`src/rtl/gas_pkg.sv`:
```
// Types and constants of the greedy activity selector.
package gas_pkg;

  localparam int unsigned IdBits    = 16;
  localparam int unsigned FieldBits = 16;

  typedef struct packed {
    logic [IdBits-1:0]    activity_id;
    logic [FieldBits-1:0] activity_start;
    logic [FieldBits-1:0] activity_finish;
    logic                 set_end;
  } in_item_t;

  typedef struct packed {
    logic [IdBits-1:0] chosen_id;
    logic              run_end;
    logic              overflowed;
  } out_item_t;

  // Command that the controller broadcasts to every cell of the chain.
  typedef struct packed {
    logic insert;
    logic scan;
  } cell_op_t;

  typedef enum logic [1:0] {
    ST_LOAD = 2'b01,
    ST_SCAN = 2'b10
  } state_e;

endpackage

```
`src/rtl/gas_cell.sv`:
```
// One cell of the sorted activity chain: holds an entry, shifts right on insert, left on scan.
module gas_cell
  import gas_pkg::*;
#(
  parameter int unsigned TIME_BITS = 16
) (
  input  logic                 clk_i,
  input  logic                 rst_ni,
  input  cell_op_t             op_i,
  input  logic [IdBits-1:0]    new_id_i,
  input  logic [TIME_BITS-1:0] new_start_i,
  input  logic [TIME_BITS-1:0] new_finish_i,
  input  logic                 left_shift_i,
  input  logic                 left_valid_i,
  input  logic [IdBits-1:0]    left_id_i,
  input  logic [TIME_BITS-1:0] left_start_i,
  input  logic [TIME_BITS-1:0] left_finish_i,
  input  logic                 right_valid_i,
  input  logic [IdBits-1:0]    right_id_i,
  input  logic [TIME_BITS-1:0] right_start_i,
  input  logic [TIME_BITS-1:0] right_finish_i,
  output logic                 shift_o,
  output logic                 valid_o,
  output logic [IdBits-1:0]    id_o,
  output logic [TIME_BITS-1:0] start_o,
  output logic [TIME_BITS-1:0] finish_o
);

  logic                 valid_q, valid_d;
  logic [IdBits-1:0]    id_q, id_d;
  logic [TIME_BITS-1:0] start_q, start_d;
  logic [TIME_BITS-1:0] finish_q, finish_d;
  logic                 new_below;

  // The chain is kept in descending key order from cell 0. A new entry sits in
  // front of every entry whose key is not greater, so equal keys put the later
  // arrival nearer the head.
  assign new_below = (new_start_i < start_q) ||
                     ((new_start_i == start_q) && (new_finish_i < finish_q));
  assign shift_o   = !valid_q || !new_below;

  always_comb begin
    valid_d  = valid_q;
    id_d     = id_q;
    start_d  = start_q;
    finish_d = finish_q;
    if (op_i.insert && shift_o) begin
      if (left_shift_i) begin
        valid_d  = left_valid_i;
        id_d     = left_id_i;
        start_d  = left_start_i;
        finish_d = left_finish_i;
      end else begin
        valid_d  = 1'b1;
        id_d     = new_id_i;
        start_d  = new_start_i;
        finish_d = new_finish_i;
      end
    end else if (op_i.scan) begin
      valid_d  = right_valid_i;
      id_d     = right_id_i;
      start_d  = right_start_i;
      finish_d = right_finish_i;
    end
  end

  always_ff @(posedge clk_i or negedge rst_ni) begin
    if (!rst_ni) begin
      valid_q <= 1'b0;
    end else begin
      valid_q <= valid_d;
    end
  end

  always_ff @(posedge clk_i) begin
    id_q     <= id_d;
    start_q  <= start_d;
    finish_q <= finish_d;
  end

  assign valid_o  = valid_q;
  assign id_o     = id_q;
  assign start_o  = start_q;
  assign finish_o = finish_q;

endmodule

```
`config.mk`:
```
export PLATFORM = sky130hd
export DESIGN_NAME = gas_cell
export DESIGN_NICKNAME = d
export VERILOG_FILES = /design/src/rtl/gas_pkg.sv /design/src/rtl/gas_cell.sv
export SDC_FILE = /design/constraint.sdc
export NUM_CORES = 1
export LEC_CHECK = 0
export BUFFER_PORTS_ARGS = -buffer_cell sky130_fd_sc_hd__clkbuf_2
export CORE_ASPECT_RATIO = 2
export CORE_UTILIZATION = 45
export DETAILED_ROUTE_END_ITERATION = 10
export GPL_ROUTABILITY_DRIVEN = 0
export GPL_TIMING_DRIVEN = 0
export PLACE_DENSITY = 0.81
export SLEW_MARGIN = 20
export SYNTH_ARGS = -nofsm -noshare
export SYNTH_HDL_FRONTEND = slang
export SYNTH_SLANG_ARGS = --single-unit
```
`constraint.sdc`:
```
create_clock -name clk_i -period 4.9 [get_ports clk_i]
set_input_delay 0.98 -clock clk_i [delete_from_list [all_inputs] [get_ports clk_i]]
set_output_delay 0.98 -clock clk_i [all_outputs]
set_load 0.005 [all_outputs]
```
; ---- After elaboration in Yosys (flattened, before gate mapping)
; Index checks and enable logic that the tools add are counted.
[word_totals]
input_bits = 151
wordCells = 26
register_bits = 49
out_inout_bits = 50
[classes]
n_lt_le_gt_ge = 2
n_reduce_logical = 7
eq_ne = 1
muxes = 12
[op_table]
columns = op, n
row1 = two-way mux 16 bit, 9
row2 = < comparator 16 bit, 2
row3 = == test 16 bit, 1
row4 = two-way mux 1 bit, 3
row5 = logical AND 1 bit, 2
row6 = zero test 1 bit, 2
row7 = logical OR 1 bit, 2
row8 = nonzero test 2 bit, 1

; ---- Depth between registers and ports, before layout
; Gate-level depths: netlist of the first run.
[depth]
word_depth = 7
mapped_depth = 9
ltp_nobuf = 8

; ---- Least setup slack after synthesis of the first run
; No wires, ideal clock.
[synth_timing]
kind = input to register
from = input new_start_i[15]
to = register finish_q[0], in the netlist finish_o[0] (enable)
setup_time_ns = 0.413
slack_ns = 0.718
required_time_ns = 4.487
stages = 8
arrival_ns = 3.768
path_cell_list = ha_1 nand4_1 or4_1 a21o_1 a41oi_2 o21ai_4 buf_6 nand2b_1
[synth_between]
elab_chain_len = 7
[synth_rtl]
columns = item, line_no
row1 = start: declaration, gas_cell.sv:11  ; input logic [TIME_BITS-1:0] new_start_i,
row2 = "parallel branches: the longest is 2 deep, another holds < comparator 16 bit", n/a
row3 = logical OR 1 bit (*), gas_cell.sv:38  ; assign new_below = (new_start_i < start_q) ||
row4 = zero test 1 bit (*), gas_cell.sv:40  ; assign shift_o = !valid_q || !new_below;
row5 = logical OR 1 bit (*), gas_cell.sv:40
row6 = logical AND 1 bit (*), gas_cell.sv:47  ; if (op_i.insert && shift_o) begin
row7 = nonzero test 2 bit (no line) (*), n/a
row8 = end signal: assignment, gas_cell.sv:78  ; finish_q <= finish_d;
row9 = end: declaration, gas_cell.sv:32  ; logic [TIME_BITS-1:0] finish_q, finish_d;
; Mark *: on every way between the ends.
; A chain may end at the register's enable or synchronous reset.

; ---- Final worst setup path of the first run
[layout_timing]
from = input new_start_i[15]
to = output shift_o
[layout_between]
elab_chain_len = 5
[layout_rtl]
columns = item, line_no
row1 = "parallel branches: the longest is 2 deep, another holds < comparator 16 bit", n/a
row2 = logical OR 1 bit (*), gas_cell.sv:38
row3 = zero test 1 bit (*), gas_cell.sv:40
row4 = logical OR 1 bit (*), gas_cell.sv:40
row5 = end: declaration, gas_cell.sv:22  ; output logic shift_o,
; Marks and branches as above.

==> results.json, run 1 <==
{
  "outcome": "finished, final reports clean",
  "ctsResizeCount": 0,
  "die_x_um": 65.6,
  "die_h_um": 129,
  "synth_edf_count": 48,
  "fillCellCount": 639,
  "async_flop_share_pct": 2.04,
  "cts.sinks": 49,
  "ant_nets": 0,
  "viasPerCell": 5.11,
  "netlist_top_cells_area": "edfxtp_1, mux2_4, mux2_2",
  "cts_root_buf": "clkbuf_16",
  "setup_viol": 0,
  "hp-class": "in2async",
  "cts_buffer_depth": 2,
  "wl_met2_um": 5300,
  "yosysMostFrequentCell": "edfxtp_1",
  "crit_required_ns": 3.92,
  "yosys.area_share.simple_pct": 4.09,
  "synth_ff_type": "edfxtp_1",
  "fmax_mhz": 248,
  "worst_pin_slew_ns": 0.724,
  "end_kind": "output port",
  "synth_area_um2": 3640,
  "slew_headroom_pct": 51.7,
  "rr_worst_depth": 9,
  "drive_gt1_share_pct": 62.4,
  "firstDrtPassIters": 4,
  "synth-seq-cells": 49,
  "finalMaxSlewViolations": 0,
  "wl_met1_um": 3330,
  "worstReg2RegEnd": "start_o[0]",
  "start_util_pct": 46.1,
  "ys_warn_count": 0,
  "top_level_ports": 201,
  "synth_top_area_share_pct": 39.6,
  "ys_seq_area_share_pct": 40.3,
  "post-place-ws_ns": 0.800,
  "leakage_nw": 2.53,
  "io_buffers": 199,
  "dr_wl_met3_um": 452,
  "core_region_area_um2": 7890,
  "start_kind": "input port",
  "setup_ws_ns": 0.867,
  "fin_crit_ns": 4.03,
  "fin_crit_sh_pct": 82.3,
  "wire_per_inst_um": 16.4,
  "synth_top_area_cell": "edfxtp_1",
  "grt_overflow": 0,
  "hold_violations": 0,
  "synth_top_family_by_area": "multiplexers",
  "grt_max_degree": 49,
  "grt_pass1_wl_um": 14400,
  "cap_violations": 0,
  "antenna_found_initial": 0,
  "regArea_um2": 1470,
  "r2r_slack_ns": 1.57,
  "cp.arrival_ns": 3.05,
  "ctsHtreeMaxLevel": 2,
  "grt_pass1_vias": 3153,
  "ys_top_cells_by_count": "edfxtp_1, mux2_2, mux2_4",
  "rsz0062_at_grt": "no",
  "peakVddDrop_mv": 0.199,
  "cts_tree": "built",
  "highest_layer": "met4",
  "path_class": "in2out",
  "die_area_um2": 8470,
  "cts-hold-fix-buffers": 0,
  "drt_iter0_drc": 86,
  "synth_cells": 275,
  "drc": 0,
  "p_per_area_nw_per_um2": 289,
  "synth_mux_area_share_pct": 34.1,
  "grt_usage_pct": 22.9,
  "row_count": 46,
  "crit_path_max_fanout": 3,
  "syn_nets": 457,
  "synth_fa_ha_area_share_pct": 10.7,
  "cts_setup_buffers": 0,
  "fin_skew_ns": 0.0103,
  "worstReg2RegStart": "start_o[15]",
  "multi_input_area_um2": 1970,
  "syn_area_per_cell_um2": 13.2,
  "syn2layout_area_growth_pct": 34.9,
  "clock_latency_ns": 0.29,
  "dpl.hpwl_um": 7920,
  "finalNetCount": 663,
  "cts_buffers": 5,
  "synth_compound_area_share_pct": 5.19,
  "clk_pin_slew_ns": 0.06,
  "finalHoldWorstSlack_ns": 0.458,
  "routed_wl_um": 9510,
  "antennaDiodeCount": 0,
  "synth.distinct_cells": 32,
  "vias": 2951,
  "synth-xor-area-share_pct": 0
}
-- logic make-up after synthesis --
group | count (synthesis)
AO/OA/AOI/OAI | 26
adder cells (fa/ha/maj) | 31
buffers and inverters | 45
flip-flops | 49
multiplexers | 97
AND/OR/NAND/NOR | 27
-- cell usage in the layout (no fill, tap or decap) --
cell	instances
a2111oi_0	1
a211o_1	1
a211oi_1	1
a21o_1	3
a21oi_1	9
a22oi_1	1
a311oi_2	1
a31oi_1	1
a41oi_2	1
and4_1	2
buf_6	5
clkbuf_1	8
clkbuf_16	5
clkbuf_2	199
clkbuf_8	1
dfrtp_1	1
edfxtp_1	48
ha_1	31
inv_1	34
mux2_1	8
mux2_2	47
mux2_4	40
mux2i_1	2
nand2_1	8
nand2b_1	1
nand2b_4	1
nand3_1	2
nand4_1	5
nand4b_1	1
nor2_1	3
nor2b_1	2
o211ai_1	1
o21a_1	1
o21ai_0	4
o21ai_4	1
or4_1	2
-- layout make-up --
cell class / count / share of cell area (%)
clock buffers: 8 / 2.98
well taps: 96 / 2.45
inverters: 34 / 2.60
multi-input cells: 181 / 40.2
plain buffers: 11 / 1.61
repair buffers: 199 / 20.3
flip-flops and latches: 49 / 29.9
-- report_power, final --
| group | total (mW) | leakage, nW | internal, mW | switching (mW) |
|---|---|---|---|---|
| Sequential | 0.579 | 0.493 | 0.550 | 0.0294 |
| Combinational | 0.483 | 1.97 | 0.266 | 0.216 |
| Clock | 0.355 | 0.0712 | 0.204 | 0.151 |
| Total | 1.42 | 2.53 | 1.02 | 0.397 |
-- sequential cells by signal, indices dropped and copies added (netlist names) --
signal	cells
finish_o	16
id_o	16
start_o	16
valid_o	1
-- worst max-delay path by stage --
stage | from | end | slack [ns] | cells after the start
CTS | new_start_i[15] | shift_o | 0.83 | 8
global placement | new_start_i[15] | finish_o[11] | -0.40 | 9
floorplan | new_start_i[15] | finish_o[0] | 0.72 | 8
finish | new_start_i[15] | shift_o | 0.87 | 8
global route | new_start_i[15] | shift_o | 0.72 | 8
detailed placement | new_start_i[15] | finish_o[11] | 0.80 | 9
-- metal layers --
metal	vias to the layer above	track usage, %
li1	1437	-
met1	1361	22.1
met2	125	43.4
met3	28	4.40
met4	0	12.8
met5	-	0
-- critical path, cell delays in order --
cell and delay [ns]:
clkbuf_2 0.09, ha_1 0.31, nand4_1 0.24, or4_1 0.65, a311oi_2 0.25, nand4b_1 0.21
a21o_1 0.22, clkbuf_2 0.11
-- stage by stage --
stage	utilization [%]	area (µm²)	instances	total power, mW	TNS [ns]
3_3_place_gp	60.3	4750	570	1.06	-19.32
2_1_floorplan	-	3640	275	0.881	0
4_1_cts	62.3	4910	578	1.43	0
5_1_grt	62.3	4910	578	1.49	0
3_5_place_dp	60.4	4760	570	1.08	0
6_report	62.3	4910	578	1.42	0
(Power assumes the default switching activity.)
==> inputs of run 2 (changes only) <==
--- a/config.mk
+++ b/config.mk
@@ -5,9 +5,10 @@
 export SDC_FILE = /design/constraint.sdc
 export NUM_CORES = 1
 export LEC_CHECK = 0
+export ABC_AREA = 1
 export BUFFER_PORTS_ARGS = -buffer_cell sky130_fd_sc_hd__clkbuf_2
 export CORE_ASPECT_RATIO = 2
-export CORE_UTILIZATION = 45
+export CORE_UTILIZATION = 44
 export DETAILED_ROUTE_END_ITERATION = 10
 export GPL_ROUTABILITY_DRIVEN = 0
 export GPL_TIMING_DRIVEN = 0
==> constraint.sdc (replaced) <==
create_clock -name clk_i -period 4.1 [get_ports clk_i]
set_input_delay 0.82 -clock clk_i [delete_from_list [all_inputs] [get_ports clk_i]]
set_output_delay 0.82 -clock clk_i [all_outputs]
set_load 0.005 [all_outputs]
==> run 2 against run 1 <==
Compared with the run above:
- clock power up 23%
- flip-flop and latch count unchanged
- routed wire length down 1.6%
- largest cell class unchanged
- worst hold slack worse by 0.17 ns
- global-route usage up 0.79 points
- critical path depth up 4
- final area down 4.1%
==> results.json, run 2 <==
{
  "cts.sinks": 49,
  "syn_area_per_cell_um2": 9.46,
  "viasPerCell": 5.01,
  "grt_pass1_wl_um": 14900,
  "ctsHtreeMaxLevel": 2,
  "ys_seq_area_share_pct": 43.0,
  "crit_required_ns": 3.28,
  "peakVddDrop_mv": 0.328,
  "io_buffers": 199,
  "row_count": 45,
  "antennaDiodeCount": 0,
  "fmax_mhz": 334,
  "worstReg2RegEnd": "finish_o[4]",
  "top_level_ports": 201,
  "grt_max_degree": 29,
  "synth_mux_area_share_pct": 13.5,
  "total_power_mw": 1.78,
  "mostFrequentLayoutCells": "clkbuf_2, nand2_1, edfxtp_1",
  "fin_skew_ns": 0.00583,
  "outcome": "finished, final reports clean",
  "fillCellCount": 681,
  "vias": 3321,
  "hp-class": "in2async",
  "cts-hold-fix-buffers": 0,
  "ys_warn_count": 0,
  "drive_gt1_share_pct": 42.7,
  "start_util_pct": 45.2,
  "die_h_um": 127,
  "ys_top_cells_by_count": "nand2_1, edfxtp_1, mux2i_1",
  "syn_nets": 543,
  "firstDrtPassIters": 4,
  "die_area_um2": 8140,
  "cts_root_buf": "clkbuf_16",
  "worstReg2RegStart": "start_o[15]",
  "clock_latency_ns": 0.29,
  "path_class": "in2out",
  "routed_wl_um": 9360,
  "clk_pin_slew_ns": 0.07,
  "netlist_top_cells_area": "edfxtp_1, mux2i_1, ha_1",
  "synth_top_area_cell": "edfxtp_1",
  "dpl.hpwl_um": 7730,
  "ant_nets": 0,
  "drt_iter0_drc": 116,
  "grt_pass1_vias": 3485,
  "synth_top_family_by_area": "multiplexers",
  "drc": 0,
  "start_kind": "input port",
  "placed_cell_area_um2": 4550,
  "rr_worst_depth": 15,
  "setup_viol": 0,
  "cts_buffers": 5,
  "synth_ff_type": "edfxtp_1",
  "die_x_um": 64.3,
  "p_per_area_nw_per_um2": 378,
  "async_flop_share_pct": 2.04,
  "synth-seq-cells": 49,
  "cts_buffer_depth": 2,
  "grt_overflow": 0,
  "cts_tree": "built",
  "wire_per_inst_um": 14.1,
  "rsz0062_at_grt": "no",
  "worst_pin_slew_ns": 0.755,
  "finalHoldWorstSlack_ns": 0.292,
  "yosys.area_share.simple_pct": 13.4,
  "tns_ns": 0,
  "hold_violations": 0,
  "yosysMostFrequentCell": "nand2_1",
  "crit_path_max_fanout": 3,
  "fin_crit_ns": 2.99,
  "final_area_um2": 4710,
  "slew_headroom_pct": 49.7,
  "synth_compound_area_share_pct": 11.1,
  "fin_crit_sh_pct": 73.0,
  "synth_area_um2": 3410,
  "syn2layout_area_growth_pct": 37.9,
  "final_common_cell": "clkbuf_2",
  "antenna_found_initial": 0,
  "grt_usage_pct": 23.7,
  "end_kind": "output port",
  "r2r_slack_ns": 1.34,
  "ctsResizeCount": 0,
  "cts_setup_buffers": 0,
  "synth_edf_count": 48,
  "synth_top_area_share_pct": 42.2,
  "finalNetCount": 750,
  "synth_cells": 361,
  "synth-xor-area-share_pct": 0,
  "cp.arrival_ns": 2.17,
  "cap_violations": 0,
  "synth_fa_ha_area_share_pct": 11.4,
  "finalMaxSlewViolations": 0,
  "synth.distinct_cells": 23,
  "core_region_area_um2": 7540,
  "leakage_nw": 2.58
}
[run 2: cell count changes after synthesis, moves of 11 or more]
cell	before	now
mux2i_1	2	46
nand2_1	8	77
o21ai_0	4	44
nand2_2	0	11
mux2_4	40	0
mux2_2	47	0
[run 2: worst max-delay path by stage]
stage | start | to | slack [ns] | depth (start not counted)
3_5_place_dp | new_start_i[15] | start_o[5] | 0.74 | 15
3_3_place_gp | new_start_i[15] | start_o[5] | -0.26 | 14
2_1_floorplan | new_start_i[15] | finish_o[0] | 0.70 | 13
4_1_cts | new_start_i[15] | start_o[8] | 1.04 | 15
6_report | new_start_i[15] | shift_o | 1.11 | 12
5_1_grt | new_start_i[15] | finish_o[11] | 0.77 | 15
[run 2: logic make-up (layout without fill, tap and decap cells)]
logic type | Yosys count | in the layout
muxes | 46 | 46
adders and majority gates | 31 | 31
AOI/OAI and AO/OA | 68 | 68
DFF | 49 | 49
buffers and inverters | 58 | 266
and+or+nand+nor | 109 | 109
[run 2: critical path, stage by stage]
cell	delay, ns
clkbuf_2	0.10
ha_1	0.30
nand2_1	0.08
nor2_2	0.15
nand2_1	0.09
nor2_1	0.10
nand3_1	0.10
nor2_1	0.10
nand2_1	0.06
nand2_1	0.08
nand2_2	0.08
clkbuf_2	0.12
[run 2: routing by layer]
metal	up-vias	track usage, %	wire [µm]
met3	29	3.69	421
met2	137	46.8	5310
met4	0	11.2	345
li1	1648	-	-
met1	1507	22.5	3280
met5	-	0	0
[run 2: cell type report]
class | instances | area, µm² | area share (%)
plain buffers | 15 | 100 | 2.13
clock buffers | 7 | 153 | 3.24
multi-input cells | 254 | 1690 | 35.9
flip-flops and latches | 49 | 1470 | 31.2
inverters | 43 | 161 | 3.43
well taps | 94 | 118 | 2.50
clock inverters | 1 | 5.00 | 0.106
repair buffers | 200 | 1020 | 21.6
[run 2: metrics by stage]
step | setup WS [ns] | std cells | utilization [%]
2_1_floorplan | 0.702 | 361 | -
3_3_place_gp | -0.259 | 654 | 60.0
3_5_place_dp | 0.741 | 655 | 60.3
4_1_cts | 1.04 | 663 | 62.4
5_1_grt | 0.771 | 663 | 62.4
6_report | 1.11 | 663 | 62.4
[run 2: report_power, final]
part | switching [mW] | internal, mW
logic | 0.340 | 0.275
clock network | 0.177 | 0.259
registers | 0.0442 | 0.683
total | 0.561 | 1.22
==> inputs of run 3 (changes only) <==
--- a/config.mk
+++ b/config.mk
@@ -8,11 +8,11 @@
 export ABC_AREA = 1
 export BUFFER_PORTS_ARGS = -buffer_cell sky130_fd_sc_hd__clkbuf_2
 export CORE_ASPECT_RATIO = 2
-export CORE_UTILIZATION = 44
+export CORE_UTILIZATION = 40
 export DETAILED_ROUTE_END_ITERATION = 10
 export GPL_ROUTABILITY_DRIVEN = 0
 export GPL_TIMING_DRIVEN = 0
-export PLACE_DENSITY = 0.81
+export PLACE_DENSITY = 0.77
 export SLEW_MARGIN = 20
 export SYNTH_ARGS = -nofsm -noshare
 export SYNTH_HDL_FRONTEND = slang
==> constraint.sdc (replaced) <==
create_clock -name clk_i -period 2.58 [get_ports clk_i]
set_input_delay 0.516 -clock clk_i [delete_from_list [all_inputs] [get_ports clk_i]]
set_output_delay 0.516 -clock clk_i [all_outputs]
set_load 0.005 [all_outputs]
==> run 3 against run 2 <==
Compared with the run above:
- die area up 9.8%
- worst hold slack better by 0.21 ns
- non-clock buffer count unchanged
- cell count up 0.75%
- highest routed layer unchanged
- sequential power up 58%
- global-route usage down 0.58 points
- clock-buffer cell count down 1
- critical path type is now reg2out
==> results.json, run 3 (same netlist as run 2, synthesis figures left out) <==
{
  "cts_setup_buffers": 0,
  "p_per_area_nw_per_um2": 606,
  "crit_path_max_fanout": 3,
  "tns_ns": 0,
  "rr_worst_depth": 14,
  "hold_violations": 0,
  "core_region_area_um2": 8290,
  "antennaDiodeCount": 0,
  "cts_tree": "built",
  "final_common_cell": "clkbuf_2",
  "mostFrequentLayoutCells": "clkbuf_2, nand2_1, edfxtp_1",
  "cts_buffer_depth": 2,
  "grt_max_degree": 25,
  "die_area_um2": 8930,
  "total_power_mw": 2.89,
  "grt_overflow": 0,
  "worstReg2RegStart": "start_o[11]",
  "cts.sinks": 49,
  "finalNetCount": 751,
  "antenna_found_initial": 0,
  "start_util_pct": 41.2,
  "crit_required_ns": 2.06,
  "top_level_ports": 201,
  "fin_skew_ns": 0.00686,
  "worstReg2RegEnd": "start_o[9]",
  "cp-endpoint": "shift_o",
  "syn2layout_area_growth_pct": 39.9,
  "r2r_slack_ns": 0.26,
  "firstDrtPassIters": 4,
  "worstPathCellList": "inv_1 > ha_1 > nand2_1 > nor2_1 > nand2_2 > nor2_2 > nand3_2 > nor2_2 > nand2_1 > nand2_2 > nand2_4 > clkbuf_2",
  "drive_gt1_share_pct": 43.7,
  "vias": 3314,
  "drc": 0,
  "row_count": 47,
  "slowest_delay_ns": 0.35,
  "ant_nets": 0,
  "drt_iter0_drc": 165,
  "cap_violations": 0,
  "cpMaxStageDelayCell": "edfxtp_1",
  "finalHoldWorstSlack_ns": 0.505,
  "grt_pass1_wl_um": 15200,
  "crit_path_start": "start_o[11]",
  "clock_latency_ns": 0.29,
  "clk_pin_slew_ns": 0.07,
  "fin_crit_ns": 2.42,
  "fin_crit_sh_pct": 93.9,
  "placed_cell_area_um2": 4540,
  "cts_root_buf": "clkbuf_16",
  "die_h_um": 133,
  "dpl.hpwl_um": 7920,
  "outcome": "finished, final reports clean",
  "setup_viol": 0,
  "io_buffers": 199,
  "die_x_um": 67.3,
  "hp-class": "in2reg",
  "path_class": "reg2out",
  "grt_usage_pct": 23.1,
  "worst_pin_slew_ns": 0.785,
  "grt_pass1_vias": 3461,
  "cp.arrival_ns": 1.91,
  "wire_per_inst_um": 14.6,
  "end_kind": "output port",
  "slew_headroom_pct": 47.7,
  "final_area_um2": 4780,
  "finalMaxSlewViolations": 0,
  "fin_util_pct": 57.6,
  "routed_wl_um": 9730,
  "cts_buffers": 5,
  "peakVddDrop_mv": 0.361,
  "start_kind": "flop",
  "leakage_nw": 2.59,
  "ctsHtreeMaxLevel": 2,
  "fmax_mhz": 413,
  "viasPerCell": 4.96
}
-- run 3: changes by cell type in the layout (fill, tap and decap cells not counted), moves of 2 or more --
cell	previous run	this run
nand2_1	76	73
clkbuf_8	2	0
nand2_8	0	2
nor2_1	12	10
nor2_2	1	3
-- run 3: timing repair --
item,CTS,global route
gates cloned,1,0
pin swaps,1,5
hold buffers,1,0
endpoints found under the hold margin,1,0
resized for setup,1,10
setup endpoints to repair,48,78
-- run 3: stage by stage --
stage | std cells | setup slack [ns]
6_report | 668 | 0.157
5_1_grt | 668 | -0.00828
4_1_cts | 668 | 0.0129
3_5_place_dp | 658 | -0.390
3_3_place_gp | 658 | -0.393
2_1_floorplan | 361 | 0.253
-- run 3: worst max-delay path: cells and delay by family (launching register included) --
kind	cells	cell delay [ns]
adder cells (fa/ha/maj)	1	0.28
flip-flops	1	0.35
buffers and inverters	2	0.16
AND/OR/NAND/NOR	9	0.83
-- run 3: worst min-delay path by stage --
stage                            startpoint     endpoint  depth (start not counted)  slack, ns
after floorplan                      rst_ni      valid_o                          0       0.22
after CTS                     right_id_i[9]      id_o[9]                          3       0.49
after global placement               rst_ni      valid_o                          1       0.29
after detailed placement             rst_ni      valid_o                          1       0.29
after global routing      right_finish_i[0]  finish_o[0]                          3       0.51
final                         right_id_i[9]      id_o[9]                          3       0.50
-- run 3: per-layer routing --
metal	GRT usage [%]	share of wire, %
met5	0	0
met1	20.0	35
met4	12.9	4.1
met3	4.22	4.1
met2	45.2	57
-- run 3: final cells by class --
cell class	count	area [µm²]
tap	98	123
inverter	43	161
fill	752	3520
sequential	49	1470
clock buffer	6	129
clock inverter	2	33.8
timing repair buffer	200	1010
multi-input combinational	255	1760
buffer	15	100
-- run 3: report_power, final --
group          internal, mW  switching (mW)  leakage, nW
clock network         0.455           0.287       0.0785
logic                 0.443           0.556         2.01
registers              1.08          0.0691        0.502
